--- config.mk ---
export PLATFORM = sky130hd
export DESIGN_NAME = gnzd_ctrl
export DESIGN_NICKNAME = d
export VERILOG_FILES = /design/src/hw/rtl/gnzd_pkg.sv /design/src/hw/rtl/gnzd_ctrl.sv
export VERILOG_INCLUDE_DIRS = /design/src /design/src/hw/rtl
export SDC_FILE = /design/constraint.sdc
export NUM_CORES = 1
export LEC_CHECK = 0
export ABC_AREA = 1
export BUFFER_PORTS_ARGS = -buffer_cell sky130_fd_sc_hd__buf_4
export CORE_AREA = 2 2 39 41
export DETAILED_ROUTE_END_ITERATION = 10
export DIE_AREA = 0 0 41 43
export GPL_ROUTABILITY_DRIVEN = 0
export SETUP_SLACK_MARGIN = 0.15
export SLEW_MARGIN = 5
export SYNTH_ARGS = -nofsm -noshare
export SYNTH_HDL_FRONTEND = slang
export SYNTH_SLANG_ARGS = --single-unit
--- constraint.sdc ---
create_clock -name clk -period 3.7 [get_ports clk]
set_input_delay 0.185 -clock clk [delete_from_list [all_inputs] [get_ports clk]]
set_output_delay 0.185 -clock clk [all_outputs]
set_load 0.02 [all_outputs]
--- src/hw/rtl/grid_nearest_zero_distance_top_defines.svh ---
// Shared assertion macros for the distance transform block.
// Both expect clk and arst_n in scope.
`ifndef GRID_NEAREST_ZERO_DISTANCE_TOP_DEFINES_SVH
`define GRID_NEAREST_ZERO_DISTANCE_TOP_DEFINES_SVH

// Check cons in the same cycle as ante.
`define GNZD_ASSERT_SAME(label, ante, cons, msg) \
	label: assert property (@(posedge clk) disable iff (!arst_n) (ante) |-> (cons)) \
		else $error(msg);

// Check cons in the cycle after ante.
`define GNZD_ASSERT_NEXT(label, ante, cons, msg) \
	label: assert property (@(posedge clk) disable iff (!arst_n) (ante) |=> (cons)) \
		else $error(msg);

`endif

--- src/hw/rtl/gnzd_pkg.sv ---
`timescale 1ns / 1ps

package gnzd_pkg;

	localparam int DEF_MAX_ROWS = 64;
	localparam int DEF_MAX_COLS = 64;

	localparam int GRID_W  = 7;
	localparam int ROW_W   = 6;
	localparam int COL_W   = 6;
	localparam int DIST_W  = 7;
	localparam int SIZE_W  = 9;
	localparam int PADDR_W = 3;
	localparam int APB_DW  = 32;

	localparam logic [DIST_W-1:0] DIST_CAP   = 7'd127;
	localparam logic [GRID_W-1:0] GRID_RESET = 7'd64;

	localparam logic OP_LOAD = 1'b0;
	localparam logic OP_READ = 1'b1;

	typedef enum logic {
		REG_GRID_ROWS,
		REG_GRID_COLS
	} reg_idx_t;

	typedef enum logic [2:0] {
		ST_IDLE,
		ST_RESP,
		ST_FWD_RD,
		ST_FWD_WR,
		ST_BWD_RD,
		ST_BWD_WR
	} state_t;

	typedef enum logic [2:0] {
		POS_HOLD,
		POS_CLEAR,
		POS_FWD,
		POS_LAST,
		POS_BWD
	} pos_op_t;

	typedef enum logic [1:0] {
		RD_USER,
		RD_UP,
		RD_OWN,
		RD_HELD
	} rd_sel_t;

	typedef struct packed {
		logic    load;
		logic    capture_read;
		logic    out_load;
		logic    dist_wr;
		logic    bwd;
		pos_op_t pos_op;
		rd_sel_t rd_sel;
	} cmd_t;

	typedef struct packed {
		logic pos_first;
		logic pos_last;
		logic zero_next;
		logic out_busy;
	} sts_t;

	// One step further from a zero, saturating at the cap.
	function automatic logic [DIST_W-1:0] dist_step(input logic [DIST_W-1:0] d);
		return (d >= DIST_CAP) ? DIST_CAP : d + 1'b1;
	endfunction

endpackage

--- src/hw/rtl/gnzd_ctrl.sv ---
`timescale 1ns / 1ps

module gnzd_ctrl import gnzd_pkg::*; (
	input  logic clk,
	input  logic arst_n,
	input  logic in_valid,
	input  logic in_op,
	output logic in_ready,
	input  sts_t sts,
	output cmd_t cmd
);

`include "grid_nearest_zero_distance_top_defines.svh"

	state_t state_q;
	state_t state_d;

	always_ff @(posedge clk or negedge arst_n) begin
		if (!arst_n)
			state_q <= ST_IDLE;
		else
			state_q <= state_d;
	end

	always_comb begin
		state_d          = state_q;
		in_ready         = 1'b0;
		cmd.load         = 1'b0;
		cmd.capture_read = 1'b0;
		cmd.out_load     = 1'b0;
		cmd.dist_wr      = 1'b0;
		cmd.bwd          = 1'b0;
		cmd.pos_op       = POS_HOLD;
		cmd.rd_sel       = RD_USER;
		unique case (state_q)
			ST_IDLE: begin
				in_ready = 1'b1;
				if (in_valid) begin
					if (in_op == OP_READ) begin
						cmd.capture_read = 1'b1;
						state_d          = ST_RESP;
					end else begin
						cmd.load = 1'b1;
						if (sts.pos_last) begin
							cmd.pos_op = POS_CLEAR;
							if (sts.zero_next)
								state_d = ST_FWD_RD;
						end else begin
							cmd.pos_op = POS_FWD;
						end
					end
				end
			end
			ST_RESP: begin
				// keep reading the captured cell while the output is held
				cmd.rd_sel = RD_HELD;
				if (!sts.out_busy) begin
					cmd.out_load = 1'b1;
					state_d      = ST_IDLE;
				end
			end
			ST_FWD_RD: begin
				cmd.rd_sel = RD_UP;
				state_d    = ST_FWD_WR;
			end
			ST_FWD_WR: begin
				cmd.dist_wr = 1'b1;
				if (sts.pos_last) begin
					cmd.pos_op = POS_LAST;
					state_d    = ST_BWD_RD;
				end else begin
					cmd.pos_op = POS_FWD;
					state_d    = ST_FWD_RD;
				end
			end
			ST_BWD_RD: begin
				cmd.rd_sel = RD_OWN;
				cmd.bwd    = 1'b1;
				state_d    = ST_BWD_WR;
			end
			ST_BWD_WR: begin
				cmd.dist_wr = 1'b1;
				cmd.bwd     = 1'b1;
				if (sts.pos_first) begin
					cmd.pos_op = POS_CLEAR;
					state_d    = ST_IDLE;
				end else begin
					cmd.pos_op = POS_BWD;
					state_d    = ST_BWD_RD;
				end
			end
			default: state_d = ST_IDLE;
		endcase
	end

	`GNZD_ASSERT_SAME(a_out_load_free, cmd.out_load, !sts.out_busy, "result loaded over a held one")
	`GNZD_ASSERT_SAME(a_no_load_in_sweep, cmd.dist_wr, !cmd.load, "cell load during sweep")
	`GNZD_ASSERT_NEXT(a_read_to_resp, in_valid && in_ready && (in_op == OP_READ),
		state_q == ST_RESP, "read not followed by response")

endmodule

==> impl_metrics.json, run 1 <==
{
  "outcome": "finished clean",
  "synth_cell_types": 19,
  "fin_nets": 89,
  "fin_hold_ws_ps": 262,
  "fmax_mhz": 610,
  "first_iter_violations": 4,
  "final.setup.tns_ps": 0,
  "grtUsageTotal_pct": 11.7,
  "die_area_mm2": 0.00176,
  "min_path_type": "input pin to flip-flop",
  "cts_setup_buffers": 0,
  "cts_inserted_buffers": 3,
  "final_layout_size_suffix_gt1_share_pct": 36.7,
  "power_density_mw_per_mm2": 647,
  "die_h_um": 43,
  "seq_area_frac_synth_pct": 21.5,
  "p_total_mw": 0.342,
  "cts_root_buf": "clkbuf_4",
  "multiInputGateArea_um2": 225,
  "hold_viol_final": 0,
  "grt_pass1_vias": 373,
  "drc": 0,
  "place.detailed.hpwl_um": 748,
  "dp.cells": 90,
  "timing.final.crit_share_pct": 44.3,
  "cts_max_path_buffers": 2,
  "htree_levels": 1,
  "holdPathStages": 4,
  "leakage_nw": 0.322,
  "io_pins": 19,
  "fin_crit_ps": 1640,
  "grt.overflow.total": 0,
  "largest_register": "state_q",
  "grt_max_degree": 9,
  "final_area_um2": 529,
  "syn_area_per_cell_um2": 6.12,
  "wl_per_cell_um": 9.92,
  "setup_slack_ps": 2060,
  "core_area_mm2": 0.00138,
  "grt_antenna_before_repair": 0,
  "regArea_um2": 75.1,
  "yosys_warnings": 0,
  "die_x_um": 41,
  "vdd_drop_max_mv": 0.257,
  "reg.largest.list": "state_q: 3 flops",
  "cts.sinks": 3,
  "cap_violations": 0,
  "syn_area_um2": 349,
  "crit_chain": "nor2_4 > nand2_2 > nor2_1 > nand3_1 > nand3b_1 > buf_4",
  "dr.pass1.iters": 4,
  "rsz0062_at_grt": "no",
  "clock_latency_ps": 240,
  "fillers": 153,
  "wirelength_um": 942,
  "initial_utilization_pct": 25.2,
  "cp_slowest_stage_delay_ps": 480,
  "dp_slack_ps": 2320,
  "vias": 427,
  "viasPerCell": 4.49,
  "final_common_cell": "buf_4",
  "antenna_cells": 0,
  "clk_pin_slew_ps": 40,
  "required_ps": 3510,
  "timing.final.max_slew_violations": 0,
  "grt_pass1_wl_mm": 1.39,
  "placed_area_um2": 493,
  "endpoint_kind": "output port",
  "worstPathArrival_ps": 1450,
  "cts_tree": "yes",
  "syn_to_final_growth_pct": 51.6,
  "io_buffer_count": 18,
  "syn_nets": 66,
  "postRouteAntennaNets": 0,
  "utilization_pct": 38.2,
  "cts_resized": 0,
  "largest_reg_flops": 3,
  "crit_slowest_cell": "dfrtp_1",
  "synth_seq_cells": 3,
  "stdcell_count": 95,
  "worst_pin_slew_ps": 331,
  "slew_headroom_pct": 77.9,
  "setup_violations": 0,
  "critPathMaxFanout": 8,
  "rows": 14,
  "final_cell_mix": "buf_4, nand2_1, inv_1, nor2_1, nand3_1",
  "start_kind": "flip-flop",
  "worstSetupPathType": "flip-flop to output port",
  "synthCells": 57,
  "r2r_cells": 7,
  "clock_skew_ps": 3.72
}
==> logic make-up after synthesis <==
family,count (synthesis),share of synthesized area (%)
AOI/OAI and AO/OA,4,5.73
adders and majority gates,1,3.58
buffers and inverters,11,14.0
DFF,3,21.5
and+or+nand+nor,38,55.2
==> final cells by class <==
class                      count  share of cell area (%)
multi-input combinational     43                    42.6
timing repair buffer          19                    27.4
inverter                      10                    7.09
sequential                     3                    14.2
tap                           16                    3.78
clock buffer                   4                    4.96
==> what timing repair did <==
action | 4_1_cts | 5_1_grt
endpoints found under the hold margin | 3 | 0
setup endpoints to repair | 0 | 0
hold buffers | 1 | 0
==> metal layers <==
metal  up-vias  GRT usage, %  wire length [um]
met5         -             0                 0
met1       186          14.8               421
li1        229             -                 -
met3         0          1.57                59
met4         0          8.00                 0
met2        12          17.2               461
==> where the power goes <==
group / switching (mW) / internal, mW / total [mW] / leakage (nW)
Combinational: 0.132 / 0.0890 / 0.221 / 0.266
Clock: 0.0184 / 0.0405 / 0.0589 / 0.0150
Sequential: 0.0207 / 0.0416 / 0.0624 / 0.0404
Total: 0.171 / 0.171 / 0.342 / 0.322
==> synth_stat cells <==
cell | n | area share, %
nor2_1 | 8 | 8.6
nand3_2 | 1 | 2.9
nand3b_1 | 1 | 2.2
nor2_4 | 1 | 3.2
o21ai_0 | 3 | 4.3
inv_1 | 8 | 8.6
nor2b_2 | 1 | 2.5
nand2_2 | 1 | 1.8
nor3_1 | 3 | 4.3
dfrtp_1 | 3 | 22
nand4_1 | 1 | 1.8
inv_2 | 2 | 2.2
nand2_1 | 13 | 14
nand4_2 | 1 | 3.6
nand3_1 | 6 | 8.6
o21ai_1 | 1 | 1.4
nor2_2 | 1 | 1.8
buf_6 | 1 | 3.2
ha_1 | 1 | 3.6
==> worst max-delay path, delay by kind of cell (launching register included) <==
kind / cells / cell delay, ps
buf+inv: 1 / 140
simple gates: 5 / 590
flops: 1 / 480
==> path summary, 6_finish.rpt <==
| path | to | slack [ps] | startpoint |
|---|---|---|---|
| max | cmd[2] | 2060 | state_q[0] |
| min | state_q[1] | 260 | sts[2] |
| max reg2reg | state_q[0] | 2410 | state_q[1] |
| min reg2reg | state_q[0] | 760 | state_q[0] |
| max in group asynchronous | state_q[2] | 3330 | arst_n |
| min in group asynchronous | state_q[1] | 270 | arst_n |
(Power assumes the default switching activity.)
==> run 2: changes to the inputs <==
--- a/config.mk
+++ b/config.mk
@@ -6,7 +6,7 @@
 export SDC_FILE = /design/constraint.sdc
 export NUM_CORES = 1
 export LEC_CHECK = 0
-export ABC_AREA = 1
+export ABC_AREA = 0
 export BUFFER_PORTS_ARGS = -buffer_cell sky130_fd_sc_hd__buf_4
 export CORE_AREA = 2 2 39 41
 export DETAILED_ROUTE_END_ITERATION = 10
==> constraint.sdc (replaced) <==
create_clock -name clk -period 1.7 [get_ports clk]
set_input_delay 0.085 -clock clk [delete_from_list [all_inputs] [get_ports clk]]
set_output_delay 0.085 -clock clk [all_outputs]
set_load 0.02 [all_outputs]
==> impl_metrics.json, run 2 <==
{
  "grt_pass1_wl_mm": 1.40,
  "vdd_drop_max_mv": 0.588,
  "largest_register": "state_q",
  "syn_nets": 55,
  "clock_skew_ps": 1.39,
  "die_h_um": 43,
  "grt_max_degree": 17,
  "htree_levels": 1,
  "power_density_mw_per_mm2": 1310,
  "critPathBufInv": 1,
  "crit_slowest_cell": "or4b_4",
  "placed_area_um2": 524,
  "seq_area_frac_synth_pct": 20.5,
  "dp.cells": 78,
  "required_ps": 1620,
  "setup_violations": 0,
  "fmax_mhz": 609,
  "startpoint": "state_q[0]",
  "grt_pass1_vias": 360,
  "final_layout_size_suffix_gt1_share_pct": 52.7,
  "timing.final.crit_share_pct": 96.6,
  "clock_latency_ps": 230,
  "ys_top_cells_by_area": "dfrtp_1, nor2_1, nor2b_1",
  "dr.pass1.iters": 4,
  "critical_path_depth": 3,
  "stdcell_count": 90,
  "cts_tree": "yes",
  "fin_nets": 84,
  "async_reset_ff_share_pct": 100,
  "regArea_um2": 77.6,
  "setup_slack_ps": 57.4,
  "vias": 435,
  "start_kind": "flip-flop",
  "place.detailed.hpwl_um": 668,
  "timing.final.max_slew_violations": 0,
  "synthTopCellsByCount": "nor2_1, buf_2, dfrtp_1, nand2_1, nor2b_1",
  "rrSetupSlack_ps": 260,
  "largest_reg_flops": 3,
  "grtUsageTotal_pct": 11.9,
  "synth-edff-count": 0,
  "die_x_um": 41,
  "reg.largest.list": "state_q: 3 flops",
  "first_iter_violations": 4,
  "syn_to_final_growth_pct": 74.4,
  "rows": 14,
  "cts.sinks": 3,
  "syn_area_um2": 367,
  "outcome": "finished clean",
  "path_delay_family": "simple AND/OR/NAND/NOR gates",
  "multiInputGateArea_um2": 292,
  "fillers": 136,
  "leakage_nw": 0.300,
  "drc": 0,
  "rsz0062_at_grt": "yes",
  "final_area_um2": 639,
  "synth_top_area_share_pct": 20.5,
  "final_common_cell": "buf_4",
  "io_buffer_count": 18,
  "worstSetupPathType": "flip-flop to output port",
  "viasPerCell": 4.83,
  "r2r_start": "state_q[1]",
  "syn_area_per_cell_um2": 7.97,
  "dp_slack_ps": 177,
  "yosysMostFrequentCell": "nor2_1",
  "worstPathArrival_ps": 1560,
  "cp-endpoint": "cmd[3]",
  "synth_top_area_cell": "dfrtp_1",
  "initial_utilization_pct": 26.5,
  "synthCells": 46,
  "wl_per_cell_um": 11.4,
  "grt_antenna_before_repair": 0,
  "cts_root_buf": "clkbuf_4",
  "final_cell_mix": "buf_4, nor2_1, nor2b_1, nand2_1, clkbuf_4",
  "critPathMaxFanout": 3,
  "antenna_cells": 0,
  "endpoint_kind": "output port",
  "io_pins": 19,
  "postRouteAntennaNets": 0,
  "yosys_warnings": 0,
  "wirelength_mm": 1.02,
  "die_area_mm2": 0.00176,
  "synth_cell_types": 28,
  "grt.overflow.total": 0,
  "hold_viol_final": 0,
  "cts_inserted_buffers": 3,
  "cts_max_path_buffers": 2,
  "min_path_type": "input pin to asynchronous set/reset pin",
  "r2r_end": "state_q[1]",
  "slew_headroom_pct": 76.1,
  "final.setup.tns_ps": 0,
  "r2r_cells": 4,
  "cap_violations": 0,
  "clk_pin_slew_ps": 40,
  "fin_crit_ps": 1640,
  "fin_hold_ws_ps": 176,
  "ys.flop_type": "dfrtp_1",
  "worst_pin_slew_ps": 350,
  "core_area_mm2": 0.00138,
  "crit_chain": "or4b_4 > o31ai_4 > buf_4",
  "synth_seq_cells": 3,
  "cp_slowest_stage_delay_ps": 580
}
==> run 2: worst register-to-register path, delay by kind of cell (launching register included) <==
kind            cells  cell delay [ps]
compound gates      2              470
flops               1              390
simple gates        1              280
buf+inv             1              160
==> run 2: worst min-delay path by stage <==
| stage | start | to | slack [ps] | cells after the start |
|---|---|---|---|---|
| final | arst_n | state_q[1] | 180 | 2 |
| after global routing | arst_n | state_q[2] | 170 | 2 |
| after CTS | arst_n | state_q[1] | 160 | 2 |
| after detailed placement | arst_n | state_q[2] | -120 | 1 |
| after global placement | arst_n | state_q[0] | -120 | 1 |
| after floorplan | arst_n | state_q[0] | -210 | 0 |
==> run 2: kinds of logic (layout without fill, tap and decap cells) <==
kind of cell               after synthesis  count (layout)  share of synthesized area (%)
and+or+nand+nor                         22              22                           35.2
AOI/OAI and AO/OA                       13              13                           28.0
buffers and inverters                    5              33                           8.19
adders and majority gates                1               1                           3.41
xor gates and xnor gates                 2               2                           4.78
DFF                                      3               3                           20.5
==> run 2: timing repair <==
action	CTS	global route
hold endpoints to repair	3	0
resized for setup	4	3
pin swaps	0	0
endpoints found under the setup margin	4	4
setup buffers	5	2
hold buffers	1	0
==> run 2: area by class of cell <==
cell class / instances / share of cell area (%)
multi-input cells: 38 / 45.6
inverters: 1 / 0.587
clock buffers: 4 / 4.11
repair buffers: 28 / 34.4
well taps: 16 / 3.13
flip-flops and latches: 3 / 12.1
==> run 2: metrics by stage <==
stage | power [mW] | utilization (%)
after global routing | 0.903 | 46.2
after CTS | 0.805 | 43.9
after floorplan | 0.478 | -
after global placement | 0.633 | 37.9
after detailed placement | 0.631 | 37.9
final | 0.839 | 46.2
==> run 2: routing by layer <==
layer  up-vias  part of all wire, %  global-route usage (%)
li1        223                    -                       -
met1       196                   41                    13.5
met2        14                   51                    17.2
met3         2                  5.7                    2.09
met4         0                  1.4                    11.3
met5         -                    0                       0
==> run 2: where the power goes <==
| part | internal [mW] | leakage [nW] | total, mW | switching (mW) |
|---|---|---|---|---|
| sequential | 0.0912 | 0.0371 | 0.101 | 0.0103 |
| clock | 0.0881 | 0.0150 | 0.127 | 0.0386 |
| combinational | 0.292 | 0.248 | 0.611 | 0.319 |
| total | 0.471 | 0.300 | 0.839 | 0.368 |
==> run 3: changes to the inputs <==
--- a/config.mk
+++ b/config.mk
@@ -6,7 +6,7 @@
 export SDC_FILE = /design/constraint.sdc
 export NUM_CORES = 1
 export LEC_CHECK = 0
-export ABC_AREA = 0
+export ABC_AREA = 1
 export BUFFER_PORTS_ARGS = -buffer_cell sky130_fd_sc_hd__buf_4
 export CORE_AREA = 2 2 39 41
 export DETAILED_ROUTE_END_ITERATION = 10
==> impl_metrics.json, run 3 (synthesis gave the netlist of run 1 again) <==
{
  "outcome": "finished clean",
  "grtUsageTotal_pct": 13.0,
  "p_total_mw": 0.820,
  "fin_nets": 93,
  "largest_register": "state_q",
  "syn_to_final_growth_pct": 65.2,
  "timing.final.max_slew_violations": 0,
  "slew_headroom_pct": 83.5,
  "grt_pass1_wl_mm": 1.51,
  "worstSetupPathType": "flip-flop to output port",
  "grt_pass1_vias": 378,
  "cts.sinks": 3,
  "dp_slack_ps": 381,
  "required_ps": 1620,
  "htree_levels": 1,
  "die_area_mm2": 0.00176,
  "wl_per_cell_um": 9.61,
  "final_layout_size_suffix_gt1_share_pct": 43.4,
  "grt.overflow.total": 0,
  "power_density_mw_per_mm2": 1420,
  "first_iter_violations": 6,
  "fin_hold_ws_ps": 161,
  "initial_utilization_pct": 25.2,
  "largest_reg_flops": 3,
  "placed_area_um2": 493,
  "rows": 14,
  "die_h_um": 43,
  "fin_crit_ps": 1440,
  "vdd_drop_max_mv": 0.593,
  "vias": 451,
  "worstHoldStart": "sts[0]",
  "timing.final.crit_share_pct": 84.5,
  "grtUsageMet3_pct": 3.14,
  "dp.cells": 90,
  "clock_latency_ps": 230,
  "cts_max_path_buffers": 2,
  "antenna_cells": 0,
  "setup_slack_ps": 264,
  "start_kind": "flip-flop",
  "final_area_um2": 577,
  "cp_slowest_stage_delay_ps": 440,
  "grt_antenna_before_repair": 0,
  "postRouteAntennaNets": 0,
  "utilization_pct": 41.7,
  "hold_viol_final": 0,
  "crit_slowest_cell": "dfrtp_1",
  "top_usage_layer": "met2",
  "cts_tree": "yes",
  "viasPerCell": 4.56,
  "critPathMaxFanout": 8,
  "startpoint": "state_q[2]",
  "place.detailed.hpwl_um": 749,
  "worst_pin_slew_ps": 245,
  "dr.pass1.iters": 4,
  "final_common_cell": "buf_4",
  "r2r_start": "state_q[0]",
  "final.setup.tns_ps": 0,
  "min_path_type": "input pin to flip-flop",
  "fillers": 166,
  "rsz0062_at_grt": "no",
  "core_area_mm2": 0.00138,
  "die_x_um": 41,
  "met1_usage_pct": 17.0,
  "setup_violations": 0,
  "use_met2_pct": 18.1,
  "cap_violations": 0,
  "fmax_mhz": 696,
  "path_delay_family": "flip-flops",
  "crit_chain": "inv_2 > nand3_2 > nor2_1 > nand3b_1 > buf_4",
  "cts_root_buf": "clkbuf_4",
  "io_buffer_count": 18,
  "grt_max_degree": 9,
  "clock_skew_ps": 3.43,
  "leakage_nw": 0.343,
  "endpoint_kind": "output port",
  "clk_pin_slew_ps": 30,
  "worstPathArrival_ps": 1350,
  "final_cell_mix": "buf_4, nand2_1, inv_1",
  "critPathBufInv": 2,
  "drc": 0,
  "rrSetupSlack_ps": 500,
  "io_pins": 19,
  "wirelength_um": 951,
  "stdcell_count": 99,
  "reg.largest.list": "state_q: 3 flops",
  "cts_inserted_buffers": 3
}
## run 3: area by class of cell
class / instances / area (um^2) / area share (%)
multi-input combinational: 43 / 228 / 39.5
timing repair buffer: 23 / 188 / 32.5
sequential: 3 / 77.6 / 13.4
inverter: 10 / 37.5 / 6.51
clock buffer: 4 / 26.3 / 4.56
tap: 16 / 20.0 / 3.47
## run 3: worst reg2reg max path, stage by stage, from the launching register on
cell	delay, ps
dfrtp_2	430
buf_12	140
buf_4	130
nand3_1	100
nor2_1	60
nor3_1	170
nor2_1	60
## run 3: per-layer routing
| metal | wire (um) | part of all wire (%) |
|---|---|---|
| met3 | 66 | 6.9 |
| met2 | 455 | 48 |
| met4 | 14 | 1.5 |
| met1 | 416 | 44 |
| met5 | 0 | 0 |
## run 3: power by group
part	switching, mW	internal (mW)	leakage [nW]
Sequential	0.0305	0.0938	0.0375
Clock	0.0371	0.0880	0.0150
Combinational	0.318	0.253	0.290
Total	0.386	0.435	0.343
## run 3: path summary, 6_finish.rpt
kind	depth (start not counted)	end
worst max-delay path	5	cmd[2]
worst min-delay path	3	state_q[0]
worst max register to register	6	state_q[2]
worst min register to register	3	state_q[0]
max in group asynchronous	2	state_q[0]
min in group asynchronous	2	state_q[1]
## run 3: repair_timing
action / 4_1_cts / 5_1_grt
endpoints found under the hold margin: 3 / 0
pin swaps: 0 / 1
hold buffers: 1 / 0
resized for setup: 1 / 2
buffers inserted: 0 / 4
endpoints found under the setup margin: 1 / 3
