## src/hw/rtl/grid_nearest_zero_distance_top_defines.svh

```systemverilog
// Shared assertion macros for the distance transform block.
// Both expect clk and arst_n in scope.
`ifndef GRID_NEAREST_ZERO_DISTANCE_TOP_DEFINES_SVH
`define GRID_NEAREST_ZERO_DISTANCE_TOP_DEFINES_SVH

// Check cons in the same cycle as ante.
`define GNZD_ASSERT_SAME(label, ante, cons, msg) \
	label: assert property (@(posedge clk) disable iff (!arst_n) (ante) |-> (cons)) \
		else $error(msg);

// Check cons in the cycle after ante.
`define GNZD_ASSERT_NEXT(label, ante, cons, msg) \
	label: assert property (@(posedge clk) disable iff (!arst_n) (ante) |=> (cons)) \
		else $error(msg);

`endif

```

## src/hw/rtl/gnzd_pkg.sv

```systemverilog
`timescale 1ns / 1ps

package gnzd_pkg;

	localparam int DEF_MAX_ROWS = 64;
	localparam int DEF_MAX_COLS = 64;

	localparam int GRID_W  = 7;
	localparam int ROW_W   = 6;
	localparam int COL_W   = 6;
	localparam int DIST_W  = 7;
	localparam int SIZE_W  = 9;
	localparam int PADDR_W = 3;
	localparam int APB_DW  = 32;

	localparam logic [DIST_W-1:0] DIST_CAP   = 7'd127;
	localparam logic [GRID_W-1:0] GRID_RESET = 7'd64;

	localparam logic OP_LOAD = 1'b0;
	localparam logic OP_READ = 1'b1;

	typedef enum logic {
		REG_GRID_ROWS,
		REG_GRID_COLS
	} reg_idx_t;

	typedef enum logic [2:0] {
		ST_IDLE,
		ST_RESP,
		ST_FWD_RD,
		ST_FWD_WR,
		ST_BWD_RD,
		ST_BWD_WR
	} state_t;

	typedef enum logic [2:0] {
		POS_HOLD,
		POS_CLEAR,
		POS_FWD,
		POS_LAST,
		POS_BWD
	} pos_op_t;

	typedef enum logic [1:0] {
		RD_USER,
		RD_UP,
		RD_OWN,
		RD_HELD
	} rd_sel_t;

	typedef struct packed {
		logic    load;
		logic    capture_read;
		logic    out_load;
		logic    dist_wr;
		logic    bwd;
		pos_op_t pos_op;
		rd_sel_t rd_sel;
	} cmd_t;

	typedef struct packed {
		logic pos_first;
		logic pos_last;
		logic zero_next;
		logic out_busy;
	} sts_t;

	// One step further from a zero, saturating at the cap.
	function automatic logic [DIST_W-1:0] dist_step(input logic [DIST_W-1:0] d);
		return (d >= DIST_CAP) ? DIST_CAP : d + 1'b1;
	endfunction

endpackage

```

## src/hw/rtl/gnzd_cfg.sv

```systemverilog
`timescale 1ns / 1ps

module gnzd_cfg import gnzd_pkg::*; #(
	parameter int MAX_ROWS = DEF_MAX_ROWS,
	parameter int MAX_COLS = DEF_MAX_COLS,
	localparam int RW = (MAX_ROWS > 1) ? $clog2(MAX_ROWS) : 1,
	localparam int CW = (MAX_COLS > 1) ? $clog2(MAX_COLS) : 1
) (
	input  logic               clk,
	input  logic               arst_n,
	input  logic               psel,
	input  logic               penable,
	input  logic               pwrite,
	input  logic [PADDR_W-1:0] paddr,
	input  logic [APB_DW-1:0]  pwdata,
	output logic [APB_DW-1:0]  prdata,
	output logic               pready,
	output logic               cfg_wr,
	output logic [RW-1:0]      rows_last,
	output logic [CW-1:0]      cols_last
);

	logic [GRID_W-1:0] rows_q;
	logic [GRID_W-1:0] cols_q;
	logic [SIZE_W-1:0] rows_cnt;
	logic [SIZE_W-1:0] cols_cnt;
	reg_idx_t          reg_idx;

	assign pready  = 1'b1;
	assign reg_idx = reg_idx_t'(paddr[2]);
	assign cfg_wr  = psel && penable && pwrite;

	always_ff @(posedge clk or negedge arst_n) begin
		if (!arst_n) begin
			rows_q <= GRID_RESET;
			cols_q <= GRID_RESET;
		end else if (cfg_wr) begin
			unique case (reg_idx)
				REG_GRID_ROWS: rows_q <= pwdata[GRID_W-1:0];
				REG_GRID_COLS: cols_q <= pwdata[GRID_W-1:0];
			endcase
		end
	end

	always_comb begin
		unique case (reg_idx)
			REG_GRID_ROWS: prdata = {{(APB_DW-GRID_W){1'b0}}, rows_q};
			REG_GRID_COLS: prdata = {{(APB_DW-GRID_W){1'b0}}, cols_q};
		endcase
	end

	// Zero acts as one, anything above the maximum acts as the maximum.
	always_comb begin
		if (rows_q == '0)
			rows_cnt = SIZE_W'(1);
		else if (SIZE_W'(rows_q) > SIZE_W'(MAX_ROWS))
			rows_cnt = SIZE_W'(MAX_ROWS);
		else
			rows_cnt = SIZE_W'(rows_q);
		if (cols_q == '0)
			cols_cnt = SIZE_W'(1);
		else if (SIZE_W'(cols_q) > SIZE_W'(MAX_COLS))
			cols_cnt = SIZE_W'(MAX_COLS);
		else
			cols_cnt = SIZE_W'(cols_q);
	end

	assign rows_last = RW'(rows_cnt - SIZE_W'(1));
	assign cols_last = CW'(cols_cnt - SIZE_W'(1));

endmodule

```

## config.mk

```make
export PLATFORM = sky130hd
export DESIGN_NAME = gnzd_cfg
export DESIGN_NICKNAME = d
export VERILOG_FILES = /design/src/hw/rtl/grid_nearest_zero_distance_top_defines.svh /design/src/hw/rtl/gnzd_pkg.sv /design/src/hw/rtl/gnzd_cfg.sv
export SDC_FILE = /design/constraint.sdc
export NUM_CORES = 1
export LEC_CHECK = 0
export ABC_AREA = 1
export BUFFER_PORTS_ARGS = -buffer_cell sky130_fd_sc_hd__buf_4
export CELL_PAD_IN_SITES_DETAIL_PLACEMENT = 0
export CELL_PAD_IN_SITES_GLOBAL_PLACEMENT = 1
export CORE_AREA = 10 10 81 83
export CTS_BUF_LIST = sky130_fd_sc_hd__clkbuf_16
export CTS_CLUSTER_SIZE = 20
export DETAILED_ROUTE_END_ITERATION = 12
export DIE_AREA = 0 0 91 93
export PLACE_DENSITY = 0.72
export SLEW_MARGIN = 5
export SYNTH_ARGS = -nofsm -noshare
export SYNTH_HDL_FRONTEND = slang
export SYNTH_SLANG_ARGS = --single-unit
```

## constraint.sdc

```tcl
create_clock -name clk -period 1.7 [get_ports clk]
set_input_delay 0.34 -clock clk [delete_from_list [all_inputs] [get_ports clk]]
set_output_delay 0.34 -clock clk [all_outputs]
set_load 0.01 [all_outputs]
```

==> results of run 1 <==
[registers in the layout, indices dropped and copies added (netlist names)]
register	flops
rows_q	7
cols_q	7
[stage by stage]
step / cell area [um^2] / instances / total power [mW] / hold WS [ps] / setup TNS, ps
floorplan: 1240 / 190 / 0.991 / 44.4 / -254
global placement: 1570 / 291 / 1.48 / 194 / -375
detailed placement: 1570 / 291 / 1.49 / 194 / -425
CTS: 1760 / 297 / 2.10 / 381 / -2320
global route: 1860 / 300 / 2.37 / 410 / -3450
finish: 1860 / 300 / 2.20 / 377 / -2520
[layer usage]
layer,share of wire [%],up-vias,track usage (%)
li1,-,589,-
met1,44,488,9.17
met2,50,32,13.2
met3,4.6,4,2.08
met4,1.4,0,3.52
met5,0,-,0
[power by group through the flow]
stage	combinational, mW	clock, mW	sequential, mW
finish	1.30	0.436	0.463
global route	1.43	0.466	0.470
CTS	1.20	0.447	0.455
detailed placement	1.04	0	0.456
global placement	1.03	0	0.454
floorplan	0.526	0	0.465
[area by class of cell]
| type | instances | area share (%) |
|---|---|---|
| sequential | 14 | 19.0 |
| multi-input combinational | 126 | 38.2 |
| inverter | 21 | 4.38 |
| tap | 70 | 4.72 |
| clock buffer | 3 | 4.04 |
| timing repair buffer | 66 | 29.6 |
[cells in the final DEF (no fill, tap or decap), types with 5 or more instances in the layout]
cell type,n
nor2_2,7
inv_1,16
buf_4,51
dfrtp_1,12
conb_1,26
nor2_1,5
buf_6,14
nand2_1,40
o21ai_0,20
[worst max-delay path by stage]
stage / startpoint / to / slack, ps / cells after the start
after global placement: rows_q[6] / rows_last[4] / -200 / 9
after global routing: rows_q[6] / rows_last[4] / -430 / 9
after CTS: rows_q[6] / rows_last[4] / -400 / 9
final: rows_q[6] / rows_last[4] / -350 / 9
after floorplan: rows_q[6] / rows_last[4] / -200 / 8
after detailed placement: rows_q[6] / rows_last[4] / -220 / 9
[worst reg2reg max path: cells and delay by family, from the launching register on]
kind	cells	cell delay, ps
AND/OR/NAND/NOR	1	50
AO/OA/AOI/OAI	1	80
buffers and inverters	2	230
flip-flops	1	570
[what timing repair did]
item                                    CTS  global route
pin swaps                                13            13
endpoints found under the setup margin   11            13
hold buffers                              1             0
buffers inserted                          6             5
gates resized for setup                  26            19
endpoints found under the hold margin    12             0
[logic make-up (layout without fill, tap and decap cells)]
logic type,count (synthesis),count (layout),share of synthesized area (%)
simple gates,70,70,25.8
buf+inv,50,90,25.7
compound gates,24,24,11.0
flops,14,14,31.5
xor+xnor,4,4,3.13
fa+ha+maj,2,2,2.23
other cells,2,26,0.670
==> flow_metrics.env, run 1 <==
export IMPL_async_reset_ff_share_pct=100
export IMPL_timing_final_ws_setup_ps=-347
export IMPL_synth_ff_latch_count=14
export IMPL_worst_path_buf_inv=3
export IMPL_slowest_stage="dfstp_2"
export IMPL_ys_seq_area_share_pct=31.5
export IMPL_synth_edf_count=0
export IMPL_leakagePower_nw=0.973
export IMPL_clkPwrFrac_pct=19.8
export IMPL_cts_root_buffer="clkbuf_16"
export IMPL_crit_fanout=4
export IMPL_p_per_area_nw_per_um2=1190
export IMPL_detail_route_first_pass_iterations=4
export IMPL_clock_sinks=14
export IMPL_min_delay_start="pwdata[6]"
export IMPL_critPathTopFamily="flip-flops"
export IMPL_grt_pass1_wl_um=5420
export IMPL_routed_wl_um=3420
export IMPL_post_route_drc_count=0
export IMPL_die_w_um=91
export IMPL_avgSynthCellArea_um2=6.75
export IMPL_fmax_ghz=0.489
export IMPL_htreeDepth=1
export IMPL_antenna_found_initial=0
export IMPL_swShare_pct=36.3
export IMPL_multi_input_area_um2=709
export IMPL_core_area_um2=5010
export IMPL_fin_util_pct=37.1
export IMPL_diodes=0
export IMPL_yosys_warnings=0
export IMPL_initial_core_util_pct=22.4
export IMPL_grt_ovfl_total=0
export IMPL_yosysMostFrequentCell="nand2_1"
export IMPL_r2r_end="rows_q[6]"
export IMPL_cts_buffers=3
export IMPL_ys_top_cells_by_area="dfrtp_1 (27%), buf_4 (17%), nand2_1 (15%)"
export IMPL_dieArea_um2=8460
export IMPL_num_fill_cells=541
export IMPL_min_period_ps=2050
export IMPL_antenna_left=0
export IMPL_viasPerCell=3.71
export IMPL_dp_hpwl_um=2730
export IMPL_p_switching_uw=799
export IMPL_synth_top_area_cell="dfrtp_1"
export IMPL_synth_ff_type="dfrtp_1"
export IMPL_die_h_um=93
export IMPL_ff2ff_path_depth=4
export IMPL_syn_inst=166
export IMPL_finClkSkew_ps=0
export IMPL_crit_chain="inv_2 -> nand3_2 -> nor2_2 -> nor2_4 -> ha_4 -> inv_4 -> o311ai_2 -> nand2_1 -> buf_6"
export IMPL_clkTransAtPathRegs_ps=40
export IMPL_power_frac_comb_pct=59.2
export IMPL_layout_drive_gt1_share_pct=44.3
export IMPL_pre_cts_slack_ps=-224
export IMPL_hold_path_endpoint="rows_q[6]"
export IMPL_wl_per_cell_um=11.4
export IMPL_port_buffers=32
export IMPL_path_class="register to output port"
export IMPL_r2r_slack_ps=700
export IMPL_finalSetupViolCount=12
export IMPL_final_nets=274
export IMPL_min_path_cells=3
export IMPL_drv_slew=0
export IMPL_ir_worst_vdd_uv=284
export IMPL_synth_top_area_share_pct=26.8
export IMPL_cts_tree="done"
export IMPL_ios=86
export IMPL_num_rows=26
export IMPL_worstSetupStartpointType="register"
export IMPL_p_int_mw=1.40
export IMPL_yosysUniqueCellTypes=22
export IMPL_p_seq_share_pct=21.0
export IMPL_worstSetupEndpointType="output port"
export IMPL_netlist_area_um2=1120
export IMPL_arrival_ps=1710
export IMPL_seq_area_um2=353
export IMPL_critical_path_required_ps=1360
export IMPL_status="complete, but fails checks"
export IMPL_drt_iter0_markers=27
export IMPL_rsz0062_at_grt="true"
export IMPL_rr_startpoint="rows_q[6]"
export IMPL_period_share_pct=120
export IMPL_gp_congestion=0.807
export IMPL_grt_pass1_vias=1184
export IMPL_hold_path_class="input pin to register"
export IMPL_grt_max_degree=16
export IMPL_yosys_top_cells_count="nand2_1 (44), buf_4 (26), o21ai_0 (22)"
export IMPL_hold_violations=0
export IMPL_clock_latency_ps=240
export IMPL_syn2layout_area_growth_pct=65.6
export IMPL_drv_cap=0
export IMPL_violations="setup timing"
export IMPL_clk_path_buf_depth=2
export IMPL_vias=1113
export IMPL_track_usage_pct=7.84
export IMPL_max_stage_delay_ps=570
Note: power is estimated with default switching activity, not from simulation.
==> inputs of run 2 (changes only) <==
--- a/config.mk
+++ b/config.mk
@@ -10,12 +10,11 @@
 export CELL_PAD_IN_SITES_DETAIL_PLACEMENT = 0
 export CELL_PAD_IN_SITES_GLOBAL_PLACEMENT = 1
 export CORE_AREA = 10 10 81 83
-export CTS_BUF_LIST = sky130_fd_sc_hd__clkbuf_16
 export CTS_CLUSTER_SIZE = 20
 export DETAILED_ROUTE_END_ITERATION = 12
 export DIE_AREA = 0 0 91 93
 export PLACE_DENSITY = 0.72
-export SLEW_MARGIN = 5
+export REMOVE_ABC_BUFFERS = 1
 export SYNTH_ARGS = -nofsm -noshare
 export SYNTH_HDL_FRONTEND = slang
 export SYNTH_SLANG_ARGS = --single-unit
==> flow_metrics.env, run 2 (synthesized netlist as in run 1, its figures left out) <==
export IMPL_status="complete, but fails checks"
export IMPL_violations="setup timing"
export IMPL_grt_max_degree=16
export IMPL_min_delay_start="pwdata[6]"
export IMPL_num_rows=26
export IMPL_finalInstanceArea_um2=1910
export IMPL_cts_tree="done"
export IMPL_dp_hpwl_um=2770
export IMPL_hold_path_class="input pin to register"
export IMPL_p_per_area_nw_per_um2=1100
export IMPL_grt_pass1_wl_um=5530
export IMPL_post_route_drc_count=0
export IMPL_antenna_found_initial=0
export IMPL_clock_latency_ps=230
export IMPL_worstSetupStartpointType="register"
export IMPL_drv_cap=0
export IMPL_clkTransAtPathRegs_ps=50
export IMPL_fin_util_pct=38.1
export IMPL_wl_per_cell_um=11.4
export IMPL_timing_final_ws_setup_ps=-359
export IMPL_critical_path_required_ps=1360
export IMPL_min_path_cells=3
export IMPL_initial_core_util_pct=22.4
export IMPL_hold_violations=0
export IMPL_grt_pass1_vias=1258
export IMPL_dieArea_um2=8460
export IMPL_ios=86
export IMPL_vias=1159
export IMPL_antenna_left=0
export IMPL_arrival_ps=1720
export IMPL_rr_startpoint="rows_q[6]"
export IMPL_port_buffers=32
export IMPL_routed_wl_um=3510
export IMPL_drt_iter0_markers=39
export IMPL_min_period_ps=2060
export IMPL_clock_sinks=14
export IMPL_finalSetupViolCount=12
export IMPL_path_class="register to output port"
export IMPL_gp_congestion=0.755
export IMPL_drv_slew=0
export IMPL_worstSetupEndpointType="output port"
export IMPL_syn2layout_area_growth_pct=70.4
export IMPL_htreeDepth=1
export IMPL_die_h_um=93
export IMPL_ir_worst_vdd_uv=306
export IMPL_r2r_slack_ps=750
export IMPL_final_nets=283
export IMPL_detail_route_first_pass_iterations=3
export IMPL_ff2ff_path_depth=4
export IMPL_rsz0062_at_grt="true"
export IMPL_track_usage_pct=7.74
export IMPL_cts_buffers=3
export IMPL_hold_path_endpoint="cols_q[6]"
export IMPL_fmax_ghz=0.486
export IMPL_clk_path_buf_depth=2
export IMPL_leakagePower_nw=1.00
export IMPL_core_area_um2=5010
export IMPL_layout_commonest_cell="buf_4"
export IMPL_layoutNonFillerInstCount=309
export IMPL_diodes=0
export IMPL_top_regs="cols_q x7, rows_q x7"
export IMPL_place_area_um2=1540
export IMPL_dp_cells=291
export IMPL_finClkSkew_ps=0
export IMPL_layout_drive_gt1_share_pct=48.1
export IMPL_die_w_um=91
export IMPL_crit_fanout=4
export IMPL_fin_tns_setup_ps=-2360
export IMPL_mostFrequentLayoutCells="buf_4 (57), nand2_1 (37), conb_1 (26)"
export IMPL_r2r_end="rows_q[6]"
export IMPL_period_share_pct=121
export IMPL_grt_ovfl_total=0
export IMPL_cts_root_buffer="clkbuf_8"
export IMPL_viasPerCell=3.75
## run 2: cell types whose count changed in the layout (fill, tap and decap cells not counted), sizes merged
cell / change
buf: +9
## run 2: worst max-delay path by stage
| stage | from | to | slack (ps) | depth (start not counted) |
|---|---|---|---|---|
| 4_1_cts | rows_q[6] | rows_last[4] | -390 | 9 |
| 3_5_place_dp | rows_q[6] | rows_last[4] | -280 | 9 |
| 6_report | rows_q[6] | rows_last[4] | -360 | 9 |
| 2_1_floorplan | rows_q[6] | rows_last[4] | -220 | 8 |
| 3_3_place_gp | rows_q[6] | rows_last[4] | -250 | 9 |
| 5_1_grt | rows_q[6] | rows_last[4] | -450 | 9 |
## run 2: metal layers
layer  vias up  GRT usage, %  share of wire (%)
met5         -             0                  0
met4         0          1.17                  0
met3         0          3.04                7.3
met2        38          13.5                 49
met1       504          8.94                 44
li1        617             -                  -
## run 2: critical path, stage by stage, from the launching register on
cell,delay (ps)
dfstp_2,550
inv_2,50
nand3_2,90
nor2_4,50
nor2_4,120
ha_4,150
inv_2,40
o311ai_2,210
nand2_1,80
buf_4,150
## run 2: cell type report
class	count	area (um^2)
Clock buffer	3	41.3
Fill cell	542	3100
Inverter	21	78.8
Multi-Input combinational cell	126	719
Sequential cell	14	354
Tap cell	70	87.6
Timing Repair Buffer	75	629
## run 2: metrics by stage
step           power [mW]  setup WS (ps)  hold WS, ps
4_1_cts              1.98           -391          379
6_report             2.10           -359          377
3_5_place_dp         1.46           -283          200
3_3_place_gp         1.45           -251          196
2_1_floorplan       0.912           -224         44.4
5_1_grt              2.27           -447          404
## run 2: power by group
part           switching [mW]  internal [mW]  leakage (nW)
combinational           0.630          0.748         0.809
sequential             0.0616          0.404         0.171
clock                   0.102          0.156        0.0216
## run 2: repair_timing
action / 4_1_cts / 5_1_grt
pin swaps: 20 / 10
hold buffers: 1 / 0
buffers inserted: 15 / 8
setup endpoints to repair: 11 / 13
hold endpoints to repair: 12 / 0
resized for setup: 42 / 20
==> inputs of run 3 (changes only) <==
--- a/config.mk
+++ b/config.mk
@@ -5,16 +5,18 @@
 export SDC_FILE = /design/constraint.sdc
 export NUM_CORES = 1
 export LEC_CHECK = 0
-export ABC_AREA = 1
+export ABC_AREA = 0
+export ABC_CLOCK_PERIOD_IN_PS = 1700
 export BUFFER_PORTS_ARGS = -buffer_cell sky130_fd_sc_hd__buf_4
 export CELL_PAD_IN_SITES_DETAIL_PLACEMENT = 0
 export CELL_PAD_IN_SITES_GLOBAL_PLACEMENT = 1
-export CORE_AREA = 10 10 81 83
+export CORE_AREA = 10 10 79 81
 export CTS_CLUSTER_SIZE = 20
 export DETAILED_ROUTE_END_ITERATION = 12
-export DIE_AREA = 0 0 91 93
-export PLACE_DENSITY = 0.72
+export DIE_AREA = 0 0 89 91
+export PLACE_DENSITY = 0.7
 export REMOVE_ABC_BUFFERS = 1
+export SLEW_MARGIN = 30
 export SYNTH_ARGS = -nofsm -noshare
 export SYNTH_HDL_FRONTEND = slang
 export SYNTH_SLANG_ARGS = --single-unit
==> flow_metrics.env, run 3 <==
export IMPL_status="complete, but fails checks"
export IMPL_violations="setup timing"
export IMPL_ys_top_cells_by_area="dfrtp_1 (28%), mux2_2 (22%), buf_4 (19%)"
export IMPL_avgSynthCellArea_um2=10.3
export IMPL_yosysUniqueCellTypes=26
export IMPL_dp_hpwl_um=2540
export IMPL_yosysMostFrequentCell="buf_4"
export IMPL_die_h_um=91
export IMPL_finClkSkew_ps=0
export IMPL_wl_met3_um=477
export IMPL_mostFrequentLayoutCells="buf_4 (39), conb_1 (26), mux2_2 (19)"
export IMPL_async_reset_ff_share_pct=100
export IMPL_worstSetupEndpointType="output port"
export IMPL_die_w_um=89
export IMPL_htreeDepth=1
export IMPL_met2_length_um=1390
export IMPL_period_share_pct=145
export IMPL_leakagePower_nw=0.805
export IMPL_top_regs="cols_q x7, rows_q x7"
export IMPL_drv_cap=0
export IMPL_min_period_ps=2470
export IMPL_synth_ff_type="dfrtp_1"
export IMPL_dp_cells=209
export IMPL_drt_iter0_markers=25
export IMPL_wl_met1_um=1240
export IMPL_drv_slew=0
export IMPL_finalSetupViolCount=13
export IMPL_yosys_top_cells_count="buf_4 (27), mux2_2 (21), dfrtp_1 (12)"
export IMPL_viasPerCell=4.17
export IMPL_routed_wl_um=3150
export IMPL_synth_top_area_cell="dfrtp_1"
export IMPL_grt_max_degree=15
export IMPL_antenna_left=0
export IMPL_p_seq_share_pct=23.4
export IMPL_num_rows=25
export IMPL_clkTransAtPathRegs_ps=60
export IMPL_timing_final_ws_setup_ps=-768
export IMPL_arrival_ps=2130
export IMPL_synth_ff_latch_count=14
export IMPL_grt_pass1_vias=913
export IMPL_worstSetupStartpointType="register"
export IMPL_p_per_area_nw_per_um2=1200
export IMPL_swShare_pct=33.6
export IMPL_final_nets=206
export IMPL_finalPower_mw=2.01
export IMPL_top_layer="met4"
export IMPL_hold_violations=0
export IMPL_syn2layout_area_growth_pct=53.7
export IMPL_pre_cts_slack_ps=-543
export IMPL_initial_core_util_pct=23.4
export IMPL_ys_seq_area_share_pct=32.3
export IMPL_max_stage_delay_ps=540
export IMPL_place_area_um2=1430
export IMPL_cts_tree="done"
export IMPL_critPathLaunch="cols_q[1]"
export IMPL_clock_sinks=14
export IMPL_num_fill_cells=455
export IMPL_dieArea_um2=8100
export IMPL_synth_top_area_share_pct=27.5
export IMPL_grt_ovfl_total=0
export IMPL_cts_buffers=3
export IMPL_netlist_area_um2=1090
export IMPL_ir_worst_vdd_uv=285
export IMPL_port_buffers=32
export IMPL_rsz0062_at_grt="true"
export IMPL_vias=905
export IMPL_whs_ps=330
export IMPL_track_usage_pct=7.44
export IMPL_hold_path_class="input pin to register"
export IMPL_cts_root_buffer="clkbuf_8"
export IMPL_layoutNonFillerInstCount=217
export IMPL_gp_congestion=0.751
export IMPL_min_delay_start="pwdata[2]"
export IMPL_core_area_um2=4660
export IMPL_fin_util_pct=36.0
export IMPL_power_frac_comb_pct=60.1
export IMPL_synth_edf_count=0
export IMPL_layout_drive_gt1_share_pct=63.2
export IMPL_rr_startpoint="rows_q[2]"
export IMPL_slowest_stage="or4_4"
export IMPL_diodes=0
export IMPL_critical_path_required_ps=1360
export IMPL_crit_fanout=3
export IMPL_syn_inst=106
export IMPL_fmax_ghz=0.405
export IMPL_grt_pass1_wl_um=4690
export IMPL_clkPwrFrac_pct=16.5
export IMPL_clk_path_buf_depth=2
export IMPL_p_switching_uw=676
export IMPL_layout_commonest_cell="buf_4"
export IMPL_p_int_mw=1.33
export IMPL_yosys_warnings=0
export IMPL_fin_tns_setup_ps=-4980
export IMPL_ios=86
export IMPL_detail_route_first_pass_iterations=4
export IMPL_finalInstanceArea_um2=1680
export IMPL_path_class="register to output port"
export IMPL_post_route_drc_count=0
export IMPL_wl_per_cell_um=14.5
export IMPL_clock_latency_ps=250
export IMPL_antenna_found_initial=0
export IMPL_crit_chain="or4_4 -> nor2_2 -> o21bai_1 -> ha_2 -> nor2b_1 -> a221o_1 -> buf_6"
==> run 3: changes by cell type in the layout (fill, tap and decap cells not counted), moves of 7 or more <==
cell	previous run	this run
buf_4	57	39
inv_1	16	0
mux2_2	0	19
nand2_1	37	0
nand2_2	8	1
o21ai_0	20	0
==> run 3: routing by layer <==
layer  global-route usage, %  vias to the layer above
li1                        -                      432
met1                    8.73                      422
met2                    11.2                       46
met3                    3.66                        5
met4                    3.18                        0
met5                       0                        -
==> run 3: final timing paths <==
kind | end | slack, ps | cells past startpoint
min | rows_q[2] | 330 | 2
max reg2reg | rows_q[2] | 600 | 4
max in group asynchronous | cols_q[6] | 970 | 2
max | cols_last[4] | -770 | 7
min reg2reg | cols_q[1] | 650 | 2
min in group asynchronous | cols_q[5] | 490 | 2
==> run 3: cell type report <==
cell class / instances / area [um^2] / area share (%)
Multi-Input combinational cell: 86 / 699 / 41.7
Timing Repair Buffer: 57 / 494 / 29.5
Sequential cell: 14 / 353 / 21.0
Tap cell: 54 / 67.6 / 4.03
Clock buffer: 4 / 55.1 / 3.28
Inverter: 2 / 7.51 / 0.448
==> run 3: logic make-up (layout without fill, tap and decap cells) <==
group / Yosys count / in the layout / synth area share [%]
simple gates: 23 / 23 / 13.0
fa+ha+maj: 2 / 2 / 2.29
flops: 14 / 14 / 32.3
other cells: 2 / 26 / 0.688
compound gates: 12 / 12 / 8.14
mux: 21 / 21 / 21.7
buf+inv: 30 / 63 / 20.3
xor+xnor: 2 / 2 / 1.61
==> run 3: power groups by stage <==
| stage | Clock [mW] | Sequential (mW) | Combinational [mW] |
|---|---|---|---|
| floorplan | 0 | 0.497 | 0.426 |
| global placement | 0 | 0.465 | 0.980 |
| detailed placement | 0 | 0.464 | 0.985 |
| CTS | 0.349 | 0.463 | 1.13 |
| global route | 0.355 | 0.483 | 1.31 |
| finish | 0.331 | 0.471 | 1.21 |
==> run 3: timing repair <==
item	in CTS	in global routing
setup endpoints to repair	12	13
hold buffers	1	0
endpoints found under the hold margin	12	0
setup buffers	2	1
pin swaps	10	7
resized for setup	22	17
==> run 3: critical path, delay by kind of cell, from the launching register on <==
family                     cells  cell delay (ps)
and+or+nand+nor                3              760
AOI/OAI and AO/OA              2              410
DFF                            1              380
adders and majority gates      1              200
buffers and inverters          1              120
